--- config.mk ---
export PLATFORM = sky130hd
export DESIGN_NAME = gcd_sqrt
export DESIGN_NICKNAME = d
export VERILOG_FILES = /design/src/hdl/gcd_pkg.sv /design/src/hdl/gcd_sqrt.sv
export SDC_FILE = /design/constraint.sdc
export NUM_CORES = 2
export LEC_CHECK = 0
export BUFFER_PORTS_ARGS = -buffer_cell sky130_fd_sc_hd__buf_4
export CAP_MARGIN = 20
export CORE_MARGIN = 2
export CORE_UTILIZATION = 63
export DETAILED_ROUTE_END_ITERATION = 10
export PLACE_DENSITY = 0.78
export SYNTH_ARGS = -nofsm -noshare
export SYNTH_HDL_FRONTEND = slang
export SYNTH_SLANG_ARGS = --single-unit
--- constraint.sdc ---
create_clock -name clk -period 5.8 [get_ports clk]
set_input_delay 1.74 -clock clk [delete_from_list [all_inputs] [get_ports clk]]
set_output_delay 1.74 -clock clk [all_outputs]
set_load 0.1 [all_outputs]
--- src/hdl/gcd_pkg.sv ---
`default_nettype none

package gcd_pkg;

  // Default build settings.
  localparam int CORDIC_STAGES_DEF   = 24;
  localparam int ANGLE_FRAC_BITS_DEF = 30;

  // Field and bus widths.
  localparam int LAT_W      = 31;
  localparam int LON_W      = 32;
  localparam int DIST_W     = 31;
  localparam int IN_DATA_W  = 128;
  localparam int OUT_DATA_W = 32;

  // Degrees times 1e7 to radians, as pi / 1.8e9 scaled by 2^56.
  localparam logic [26:0] RAD_PER_DEG7_Q56 = 27'd125764227;

  // Constants held with 40 fraction bits.
  localparam logic [63:0] PI_Q40      = 64'd3454217652358;
  localparam logic [63:0] HALF_PI_Q40 = 64'd1727108826179;
  localparam logic [63:0] GAIN_Q40    = 64'd667681663043;

  localparam logic [63:0] ARCTAN_Q40 [14] = '{
    64'd863554413089, 64'd509785937287, 64'd269356888665, 64'd136729762476,
    64'd68630207382,  64'd34348560106,  64'd17178471287,  64'd8589759836,
    64'd4294945451,   64'd2147480917,   64'd1073741483,   64'd536870869,
    64'd268435451,    64'd134217727
  };

  // Twice the earth radius in centimeters, and the distance ceiling.
  localparam logic signed [31:0] TWO_RADIUS_CM = 32'sd1274200000;
  localparam logic [33:0]        DIST_MAX      = 34'd2001508700;

  // Round a value with 40 fraction bits to f fraction bits, half up.
  function automatic logic [63:0] from_q40(input logic [63:0] v, input int f);
    int s;
    s = 40 - f;
    if (s == 0) begin
      return v;
    end
    return (v >> s) + ((v >> (s - 1)) & 64'd1);
  endfunction

  // Rotation angle of CORDIC step i with f fraction bits.
  function automatic logic [63:0] arctan_q(input int i, input int f);
    logic [63:0] v;
    if (i < 14) begin
      v = ARCTAN_Q40[i];
    end else begin
      v = 64'd1 << (40 - i);
    end
    return from_q40(v, f);
  endfunction

endpackage

`default_nettype wire

--- src/hdl/gcd_sqrt.sv ---
`default_nettype none

// Pipelined digit-by-digit square root of v / 2^F, result with F fraction
// bits, rounded to nearest. One root bit per stage plus a rounding stage.
module gcd_sqrt import gcd_pkg::*; #(
  parameter int F = 30
) (
  input  wire logic       clk,
  input  wire logic       rst_n,
  input  wire logic       en,
  input  wire logic       in_vld,
  input  wire logic [F:0] v,
  output logic            out_vld,
  output logic [F:0]      root
);

  localparam int NS = F + 1;
  localparam int NW = 2 * F + 2;
  localparam int RW = F + 4;

  logic [F:0]    root_r [NS];
  logic [RW-1:0] rem_r  [NS];
  logic [NW-1:0] n_r    [NS];
  logic [NS-1:0] vld_r;
  logic [F:0]    res_r;
  logic          res_vld_r;

  for (genvar j = 0; j < NS; j++) begin : g_digit
    logic [F:0]    root_in;
    logic [RW-1:0] rem_in, rem_sh, trial;
    logic [NW-1:0] n_in;
    logic          vld_in;

    if (j == 0) begin : g_first
      assign root_in = '0;
      assign rem_in  = '0;
      assign n_in    = {1'b0, v, {F{1'b0}}};
      assign vld_in  = in_vld;
    end else begin : g_next
      assign root_in = root_r[j-1];
      assign rem_in  = rem_r[j-1];
      assign n_in    = n_r[j-1];
      assign vld_in  = vld_r[j-1];
    end

    // Bring down the next bit pair and try the new root bit.
    assign rem_sh = {rem_in[RW-3:0], n_in[NW-1 -: 2]};
    assign trial  = RW'({root_in, 2'b01});

    always_ff @(posedge clk) begin
      if (!rst_n) begin
        vld_r[j] <= 1'b0;
      end else if (en) begin
        vld_r[j] <= vld_in;
      end
    end

    always_ff @(posedge clk) begin
      if (en) begin
        n_r[j] <= n_in << 2;
        if (rem_sh >= trial) begin
          rem_r[j]  <= rem_sh - trial;
          root_r[j] <= {root_in[F-1:0], 1'b1};
        end else begin
          rem_r[j]  <= rem_sh;
          root_r[j] <= {root_in[F-1:0], 1'b0};
        end
      end
    end
  end

  // Round to nearest from the final remainder.
  always_ff @(posedge clk) begin
    if (!rst_n) begin
      res_vld_r <= 1'b0;
    end else if (en) begin
      res_vld_r <= vld_r[NS-1];
    end
  end

  always_ff @(posedge clk) begin
    if (en) begin
      res_r <= (rem_r[NS-1] > RW'(root_r[NS-1])) ? root_r[NS-1] + 1'b1 : root_r[NS-1];
    end
  end

  assign root    = res_r;
  assign out_vld = res_vld_r;

endmodule

`default_nettype wire

==> qor.csv <==
stage,metric,value,unit
outcome,result of the run,completed,
clocking,CTS Buf Count,178,
yosys,cell area after synthesis,90570,um^2
worst_setup_path,Critical Path Fanout Max,28,
clocking,root buf cell,clkbuf_16,
floorplanning,die area,146800,um^2
yosys,average size of a mapped cell,11.48,um^2
worst_setup_path,CP Capture Type,flop,
yosys,Synth Register Bits,1725,
routing,first drt pass iteration count,6,
place,hpwl dp,134300,um
yosys,most instantiated library cell after synthesis,edfxtp_1,
global_routing,final global-route overflow total,0,
pwr,Power per Cell Area,390.3,nW/um^2
worst_setup_path,critical path arrival,4.95,ns
clocking,post-CTS resize count,0,
sta,final setup skew,0.04520,ns
yosys,sequential area share after synthesis,56.83,%
yosys,Synth Net Count,8473,
worst_setup_path,worst setup path category,reg -> reg,
routing,initial DRC count,5324,
sta,setup TNS,0,ns
routing,post-DR wirelength/cell,18.31,um
clocking,"Reg clk slew, reported paths",0.06,ns
yosys,Synth top cells by count,"edfxtp_1, inv_1, nand2_1",
yosys,prevailing post-synth register cell,edfxtp_1,
pwr,Pleak,39.10,nW
sta,final slew viol count,0,
worst_setup_path,worst path required time,6.32,ns
worst_setup_path,FF-to-FF Start,rem_r[1][374]$_SDFFCE_PP0P_,
cells_and_area,Layout Nets,8606,
clocking,worst skew pair latency,0.82,ns
worst_setup_path,crit path launch,rem_r[1][374]$_SDFFCE_PP0P_,
place,dpl cell area,93410,um^2
sta,Relative slew margins,24.19,%
cells_and_area,fin util,69.41,%
routing,Post-DRT Antenna Nets,0,
flow_run,maxcap violations,0,
worst_setup_path,r2r setup slk,1.37,ns
yosys,post-synth cell types,94,
sta,final hold vios,0,
pwr,maximum VDD drop,292.3,uV
clocking,post-CTS setup buffer count,0,
cells_and_area,share of post-route cells with drive strength above 1,6.469,%
hold_path,worst hold start,n_r[0][776]$_DFFE_PP_,
clocking,CTS Buffer Depth,3,
clocking,CTS sink cnt,1725,
sta,Final Cycle Share,76.38,%
sta,Final Setup Violations,0,
yosys,number of synthesized flops with an enable pin,1692,
sta,minimum clock period,4.430,ns
global_routing,pin count of the biggest net entering global routing,188,
global_routing,vias in the first global route,57570,
sta,RSZ-0062 raised after global routing,false,
hold_path,Hold Crit Class,reg -> reg,
cells_and_area,design area,99350,um^2
floorplanning,initial core utilization,63.28,%
yosys,Mapped Cells,7893,
clocking,CTS tree,yes,
worst_setup_path,Worst setup SP type,flop,
yosys,"area leader, netlist",edfxtp_1,
routing,final wirelength,184600,um
yosys,ys async rst share,0,%
routing,Via density,5.845,
sta,Fmax,0.2257,GHz
place,Placed Cells incl. Taps,9747,
floorplanning,Die H,383.2,um
yosys,Synth top area share,56.10,%
sta,final setup margin,1.370,ns
place,GP Congestion,0.9267,
yosys,dominant cells by area after synthesis,"edfxtp_1, ha_1, xor2_1",
global_routing,GRT Total Usage,25.28,%
place,buffers added on ports,66,
cells_and_area,final cell count without fillers,10080,
global_routing,initial antenna violation count,2,
floorplanning,die width,383.2,um
floorplanning,FP Rows,139,
floorplanning,Core Box Area,143100,um^2
routing,Via Count,58920,
sta,slew at the pin closest to its max-slew limit,1.135,ns
cells_and_area,Syn-to-layout area delta,9.685,%
floorplanning,I/O pin count,67,
place,Place WS,1.005,ns
yosys,Synthesis Warnings,0,
clocking,# H-tree levels,4,
routing,DR DRC count,0,
clocking,Post-CTS Hold Buffers,0,
global_routing,first-pass GRT wire length,298000,um
[kinds of logic after synthesis]
kind of cell | after synthesis | synth area share (%)
AO/OA/AOI/OAI | 1675 | 11.29
XOR/XNOR | 751 | 7.262
adder cells (fa/ha/maj) | 545 | 7.653
buffers and inverters | 877 | 3.644
flip-flops | 1725 | 56.83
multiplexers | 107 | 1.282
AND/OR/NAND/NOR | 2213 | 12.04
[cells in the final DEF, fill, tap and decap left out, drive strengths merged, types with 187 or more instances in the layout]
cell,synthesis,final
a21o,223,223
a21oi,432,432
nor2,487,487
nor3,187,187
inv,707,712
xnor2,361,361
ha,530,530
o21ai,573,573
nand2,668,668
edfxtp,1692,1692
xor2,390,390
clkbuf,151,215
[routing by layer]
metal	wire (um)	part of all wire, %	GRT usage (%)
met4	5066	2.7	7.743
met1	80860	44	34.45
met5	0	0	0
met3	10450	5.7	3.695
met2	88260	48	42.11
[per-stage QoR]
step | power, mW | hold WS, ns
after floorplan | 24.92 | 0.4003
after global placement | 27.17 | 0.4002
after detailed placement | 27.44 | 0.4045
after CTS | 38.89 | 0.4077
after global routing | 40.83 | 0.4122
final | 38.77 | 0.4105
[layout make-up]
cell class | count | area, um^2
fill | 9967 | 43790
sequential | 1725 | 51470
tap | 1903 | 2381
clock inverter | 117 | 1305
timing repair buffer | 121 | 1033
multi-input combinational | 5291 | 35880
inverter | 709 | 2661
clock buffer | 214 | 4609
antenna | 1 | 2.502
[where the power goes]
group          switching (mW)  leakage [nW]  total (mW)  internal (mW)
Combinational            5.58          19.9        9.78           4.20
Sequential               1.38          16.3        17.6           16.3
Clock                    4.92          2.85        11.4           6.44
[registers in the layout (all words and copies together), names as in the netlist]
| signal | count |
|---|---|
| rem_r | 926 |
| root_r | 496 |
| n_r | 240 |
| root | 31 |
| g_digit.vld_in | 30 |
| out_vld | 1 |
| vld_r | 1 |
[critical path, cell delays in order, from the launching register on]
cell and delay [ns]:
edfxtp_1 0.44, ha_1 0.22, inv_1 0.07, fa_1 0.19, nor2b_1 0.07, o31ai_1 0.30
a21oi_1 0.21, a41o_1 0.35, a31oi_1 0.46, o31ai_1 0.23, a211oi_1 0.37, and3b_1 0.24
clkinv_1 0.62, nor2_1 0.30, a21oi_1 0.06
[final timing paths]
kind,end,cells after the start
setup / recovery,rem_r[1][428]$_DFFE_PP_,14
hold / removal,n_r[0][838]$_DFFE_PP_,0
setup reg to reg,rem_r[1][428]$_DFFE_PP_,14
hold reg to reg,n_r[0][838]$_DFFE_PP_,0
(Power assumes the default switching activity.)
