`src/hdl/gcd_pkg.sv`:
```
`default_nettype none

package gcd_pkg;

  // Default build settings.
  localparam int CORDIC_STAGES_DEF   = 24;
  localparam int ANGLE_FRAC_BITS_DEF = 30;

  // Field and bus widths.
  localparam int LAT_W      = 31;
  localparam int LON_W      = 32;
  localparam int DIST_W     = 31;
  localparam int IN_DATA_W  = 128;
  localparam int OUT_DATA_W = 32;

  // Degrees times 1e7 to radians, as pi / 1.8e9 scaled by 2^56.
  localparam logic [26:0] RAD_PER_DEG7_Q56 = 27'd125764227;

  // Constants held with 40 fraction bits.
  localparam logic [63:0] PI_Q40      = 64'd3454217652358;
  localparam logic [63:0] HALF_PI_Q40 = 64'd1727108826179;
  localparam logic [63:0] GAIN_Q40    = 64'd667681663043;

  localparam logic [63:0] ARCTAN_Q40 [14] = '{
    64'd863554413089, 64'd509785937287, 64'd269356888665, 64'd136729762476,
    64'd68630207382,  64'd34348560106,  64'd17178471287,  64'd8589759836,
    64'd4294945451,   64'd2147480917,   64'd1073741483,   64'd536870869,
    64'd268435451,    64'd134217727
  };

  // Twice the earth radius in centimeters, and the distance ceiling.
  localparam logic signed [31:0] TWO_RADIUS_CM = 32'sd1274200000;
  localparam logic [33:0]        DIST_MAX      = 34'd2001508700;

  // Round a value with 40 fraction bits to f fraction bits, half up.
  function automatic logic [63:0] from_q40(input logic [63:0] v, input int f);
    int s;
    s = 40 - f;
    if (s == 0) begin
      return v;
    end
    return (v >> s) + ((v >> (s - 1)) & 64'd1);
  endfunction

  // Rotation angle of CORDIC step i with f fraction bits.
  function automatic logic [63:0] arctan_q(input int i, input int f);
    logic [63:0] v;
    if (i < 14) begin
      v = ARCTAN_Q40[i];
    end else begin
      v = 64'd1 << (40 - i);
    end
    return from_q40(v, f);
  endfunction

endpackage

`default_nettype wire

```
`src/hdl/gcd_mul.sv`:
```
`default_nettype none

// Pipelined signed multiply, rounded half up on the magnitude and shifted.
// Stage 1 takes magnitudes, stage 2 forms four half-width partial products,
// stage 3 sums, rounds and restores the sign.
module gcd_mul import gcd_pkg::*; #(
  parameter int AW = 33,
  parameter int BW = 33,
  parameter int SH = 30,
  parameter int OW = 33
) (
  input  wire logic                 clk,
  input  wire logic                 rst_n,
  input  wire logic                 en,
  input  wire logic                 in_vld,
  input  wire logic signed [AW-1:0] a,
  input  wire logic signed [BW-1:0] b,
  output logic                      out_vld,
  output logic signed [OW-1:0]      p
);

  localparam int LA = AW / 2;
  localparam int HA = AW - LA;
  localparam int LB = BW / 2;
  localparam int HB = BW - LB;
  localparam int PW = AW + BW + 1;

  logic [AW-1:0]    ma_r;
  logic [BW-1:0]    mb_r;
  logic             neg1_r, neg2_r;
  logic [HA+HB-1:0] phh_r;
  logic [HA+LB-1:0] phl_r;
  logic [LA+HB-1:0] plh_r;
  logic [LA+LB-1:0] pll_r;
  logic [2:0]       vld_r;
  logic [PW-1:0]    full;
  logic [PW-1:0]    mag;
  logic signed [OW-1:0] p_r;

  // Valid bits follow the three stages.
  always_ff @(posedge clk) begin
    if (!rst_n) begin
      vld_r <= '0;
    end else if (en) begin
      vld_r <= {vld_r[1:0], in_vld};
    end
  end

  // Stage 1: magnitudes and result sign.
  always_ff @(posedge clk) begin
    if (en) begin
      ma_r   <= a[AW-1] ? AW'(-a) : AW'(a);
      mb_r   <= b[BW-1] ? BW'(-b) : BW'(b);
      neg1_r <= a[AW-1] ^ b[BW-1];
    end
  end

  // Stage 2: partial products of the halves.
  always_ff @(posedge clk) begin
    if (en) begin
      phh_r  <= (HA+HB)'(ma_r[AW-1:LA]) * (HA+HB)'(mb_r[BW-1:LB]);
      phl_r  <= (HA+LB)'(ma_r[AW-1:LA]) * (HA+LB)'(mb_r[LB-1:0]);
      plh_r  <= (LA+HB)'(ma_r[LA-1:0]) * (LA+HB)'(mb_r[BW-1:LB]);
      pll_r  <= (LA+LB)'(ma_r[LA-1:0]) * (LA+LB)'(mb_r[LB-1:0]);
      neg2_r <= neg1_r;
    end
  end

  // Stage 3: sum, round half up, shift and restore the sign.
  always_comb begin
    full = (PW'(phh_r) << (LA + LB)) + (PW'(phl_r) << LA) + (PW'(plh_r) << LB)
         + PW'(pll_r) + (PW'(1) << (SH - 1));
    mag  = full >> SH;
  end

  always_ff @(posedge clk) begin
    if (en) begin
      p_r <= neg2_r ? OW'(-mag) : OW'(mag);
    end
  end

  assign p       = p_r;
  assign out_vld = vld_r[2];

endmodule

`default_nettype wire

```
`config.mk`:
```
export PLATFORM = sky130hd
export DESIGN_NAME = gcd_mul
export DESIGN_NICKNAME = d
export VERILOG_FILES = /design/src/hdl/gcd_pkg.sv /design/src/hdl/gcd_mul.sv
export SDC_FILE = /design/constraint.sdc
export NUM_CORES = 2
export LEC_CHECK = 0
export ABC_AREA = 1
export BUFFER_PORTS_ARGS = -buffer_cell sky130_fd_sc_hd__buf_4
export CORE_ASPECT_RATIO = 0.7
export CORE_MARGIN = 8
export CORE_UTILIZATION = 49
export CTS_BUF_LIST = sky130_fd_sc_hd__clkbuf_4 sky130_fd_sc_hd__clkbuf_8
export DETAILED_ROUTE_END_ITERATION = 8
export GPL_TIMING_DRIVEN = 1
export MAX_ROUTING_LAYER = met4
export SLEW_MARGIN = 20
export SYNTH_ARGS = -nofsm -noshare
export SYNTH_HDL_FRONTEND = slang
export SYNTH_SLANG_ARGS = --single-unit
```
`constraint.sdc`:
```
create_clock -name clk -period 7.95 [get_ports clk]
set_clock_uncertainty 0.05 [all_clocks]
set_input_delay 0.3975 -clock clk [delete_from_list [all_inputs] [get_ports clk]]
set_output_delay 0.3975 -clock clk [all_outputs]
set_load 0.05 [all_outputs]
```
==> out/qor.csv <==
stage,metric,value,unit
logic_synthesis,syn_nets,7604,
logic_synthesis,ys_warn_count,0,
worst_setup_path,path_class,flip-flop to flip-flop,
timing,rsz0062_at_grt,no,
worst_setup_path,worst-endpoint-required,8.25,ns
finish,multi_input_area,35200,um^2
logic_synthesis,seq_area_frac_synth,13.1,%
detailed_routing,routed_via_density,5.06,
clock_network,clockBufferDepth,3,
grt,grt_use_total,26.9,%
worst_setup_path,cp_slowest_stage_delay,1.06,ns
timing,layout_min_cycle_time,7.15,ns
finish,area_delta_synth_final,6.93,%
logic_synthesis,synth_edf_count,214,
logic_synthesis,async_flop_share,0,%
detailed_routing,detail_route.wl_per_cell,18.6,um
timing,maxSlewViolCount,0,
timing,relSlewSlack,19.0,%
timing,fin_crit_sh,90.0,%
finish,seqCellArea,6490,um^2
finish,nFillCells,9720,
placed_design,place.gp.congestion,0.932,
detailed_routing,wl,141,mm
finish,drive_gt1_share,5.82,%
floorplan,die_w,395,um
clock_network,cts_buffers,44,
timing,finalSetupViolations,0,
clock_network,cts_tree,yes,
logic_synthesis,synth_ff_type,edfxtp_1,
clock_network,htree_num_levels,2,
detailed_routing,vias,38400,
grt,grt_pass1_wl,230,mm
worst_setup_path,crit_chain,buf_4 > nand2_1 > fa_1 > fa_1 > fa_1 > inv_1 > fa_1 > fa_1 > inv_1 > fa_1 > inv_1 > ha_1 > nand2_1 > inv_1 > nand3_1 > nor3_1 > a21oi_1 > o21ai_0 > nand2_1 > nand2_1 > a21oi_1 > xor2_1,
logic_synthesis,post_synth_instance_area,49300,um^2
logic_synthesis,ys_ff_latch,217,
floorplan,die_h,281,um
grt,grt_pass1_vias,40700,
placed_design,dpl.hpwl,116,mm
hold_path,hp-class,input pin to flip-flop,
grt,grt_start_max_net_pins,93,
timing,tightest_slew,1.21,ns
outcome,status,completed,
detailed_routing,drc,0,
clock_network,clk_latency,0.66,ns
floorplan,io_pins,104,
worst_setup_path,start_kind,flip-flop,
floorplan,rows,97,
worst_setup_path,worst-path-max-fanout,16,
logic_synthesis,postSynthAreaPerCell,7.95,um^2
floorplan,die_area,111000,um^2
worst_setup_path,endpoint_kind,flip-flop,
logic_synthesis,synth.distinct_cells,58,
clock_network,clock-sinks,217,
timing,max_clock_freq,140,MHz
finish,nets,7611,
worst_setup_path,slowest_stage,edfxtp_1,
worst_setup_path,path_delay_family,adder cells,
timing,hold_violations,0,
grt,antenna_found_initial,4,
placed_design,io_buffers,103,
detailed_routing,ant_nets,0,
worst_setup_path,crit_top_cell,fa_1,
worst_setup_path,cp.arrival,7.45,ns
floorplan,core,99900,um^2
floorplan,start_util,49.4,%
clock_network,path_clk_slew,0.06,ns
logic_synthesis,synth_cells,6201,
timing,tns,0,ns
clock_network,cts_root_buf,clkbuf_8,
detailed_routing,first_pass_iters,6,
worst_setup_path,critPathBufInv,5,
grt,grt_overflow,0,
run,cap_violations,0,
detailed_routing,drtIter0Drc,3154,
[routing by layer]
| metal | share of wire, % | track usage, % |
|---|---|---|
| met1 | 46 | 38.4 |
| met2 | 43 | 40.7 |
| met3 | 8.3 | 3.97 |
| met4 | 2.5 | 6.63 |
| met5 | 0 | - |
[area by class of cell]
type | count | area share (%)
sequential | 217 | 12.3
tap | 1336 | 3.17
multi-input combinational | 3939 | 66.6
inverter | 1779 | 12.7
antenna | 3 | 0.0142
clock inverter | 22 | 0.441
clock buffer | 57 | 1.36
timing repair buffer | 227 | 3.41
[cells in the final DEF (no fill, tap or decap), drive strengths merged, types with 19 or more instances in the layout]
master / synthesis / routed
edfxtp: 214 / 214
buf: 8 / 208
nand3: 106 / 106
clkbuf: 258 / 57
ha: 470 / 470
fa: 863 / 863
nand4: 35 / 35
inv: 1774 / 1775
clkinv: 5 / 20
nor2: 212 / 212
o21ai: 90 / 90
xnor2: 82 / 82
nand2: 1661 / 1661
a21oi: 164 / 164
nor3: 37 / 37
dlygate4sd3: 0 / 19
xor2: 118 / 118
[worst paths after layout]
path	startpoint	endpoint	slack, ns	depth (start not counted)
worst max-delay path	ma_r[1]$_DFFE_PP_	plh_r[30]$_DFFE_PP_	0.80	22
worst min-delay path	a[29]	ma_r[29]$_DFFE_PP_	0.04	2
worst max register to register	ma_r[1]$_DFFE_PP_	plh_r[30]$_DFFE_PP_	0.80	22
worst min register to register	neg1_r$_DFFE_PP_	neg2_r$_DFFE_PP_	0.37	0
[timing repair]
item,in CTS,in global routing
hold endpoints to repair,19,0
gates resized for setup,0,0
hold buffers,19,0
buffers inserted,0,0
[metrics by stage]
stage               worst slack, ns  cell area (um^2)  utilization (%)  hold WS (ns)  std cells
global placement              0.934             51600             51.6         0.355       7477
floorplan                      1.93             49300                -         0.350       6201
CTS                           0.873             52700             52.8       0.00248       7576
global route                  0.559             52700             52.8        0.0233       7580
finish                        0.797             52700             52.8        0.0398       7580
detailed placement            0.917             51600             51.6         0.357       7478
[Yosys cell counts, drive strengths merged, types with 2 or more instances]
cell type / instances / area share, %
inv: 1774 / 13
nor2: 212 / 1.8
o211ai: 2 / 0.030
dfxtp: 3 / 0.12
nor3b: 3 / 0.056
nand3: 106 / 1.1
fa: 863 / 35
a21boi: 8 / 0.13
buf: 8 / 0.084
o21bai: 8 / 0.12
ha: 470 / 12
nand2: 1661 / 13
or2: 4 / 0.051
a31oi: 15 / 0.19
nand4: 35 / 0.44
o221ai: 5 / 0.089
o41ai: 2 / 0.036
xor2: 118 / 2.1
a21oi: 164 / 1.7
o31ai: 6 / 0.091
clkinv: 5 / 0.038
nor3: 37 / 0.45
a21o: 9 / 0.14
o211a: 2 / 0.041
o21a: 3 / 0.046
o21ai: 90 / 0.92
nand3b: 8 / 0.12
clkbuf: 258 / 2.0
xnor2: 82 / 1.5
a211oi: 4 / 0.061
edfxtp: 214 / 13
nor4: 13 / 0.18
[cell families after synthesis]
kind of cell / count (synthesis) / synth area share, %
simple gates: 2082 / 17.0
buf+inv: 2045 / 15.6
fa+ha+maj: 1333 / 46.9
compound gates: 324 / 3.67
flops: 217 / 13.1
xor+xnor: 200 / 3.62
[registers in the layout, indices dropped and copies added (netlist names)]
name	cells
neg1_r	1
phh_r	31
mb_r	33
ma_r	33
vld_r	3
neg2_r	1
phl_r	33
pll_r	16
plh_r	33
p	33
Power is not shown: default switching activity piles up to over one toggle a cycle in this logic, so the estimate is an artifact.
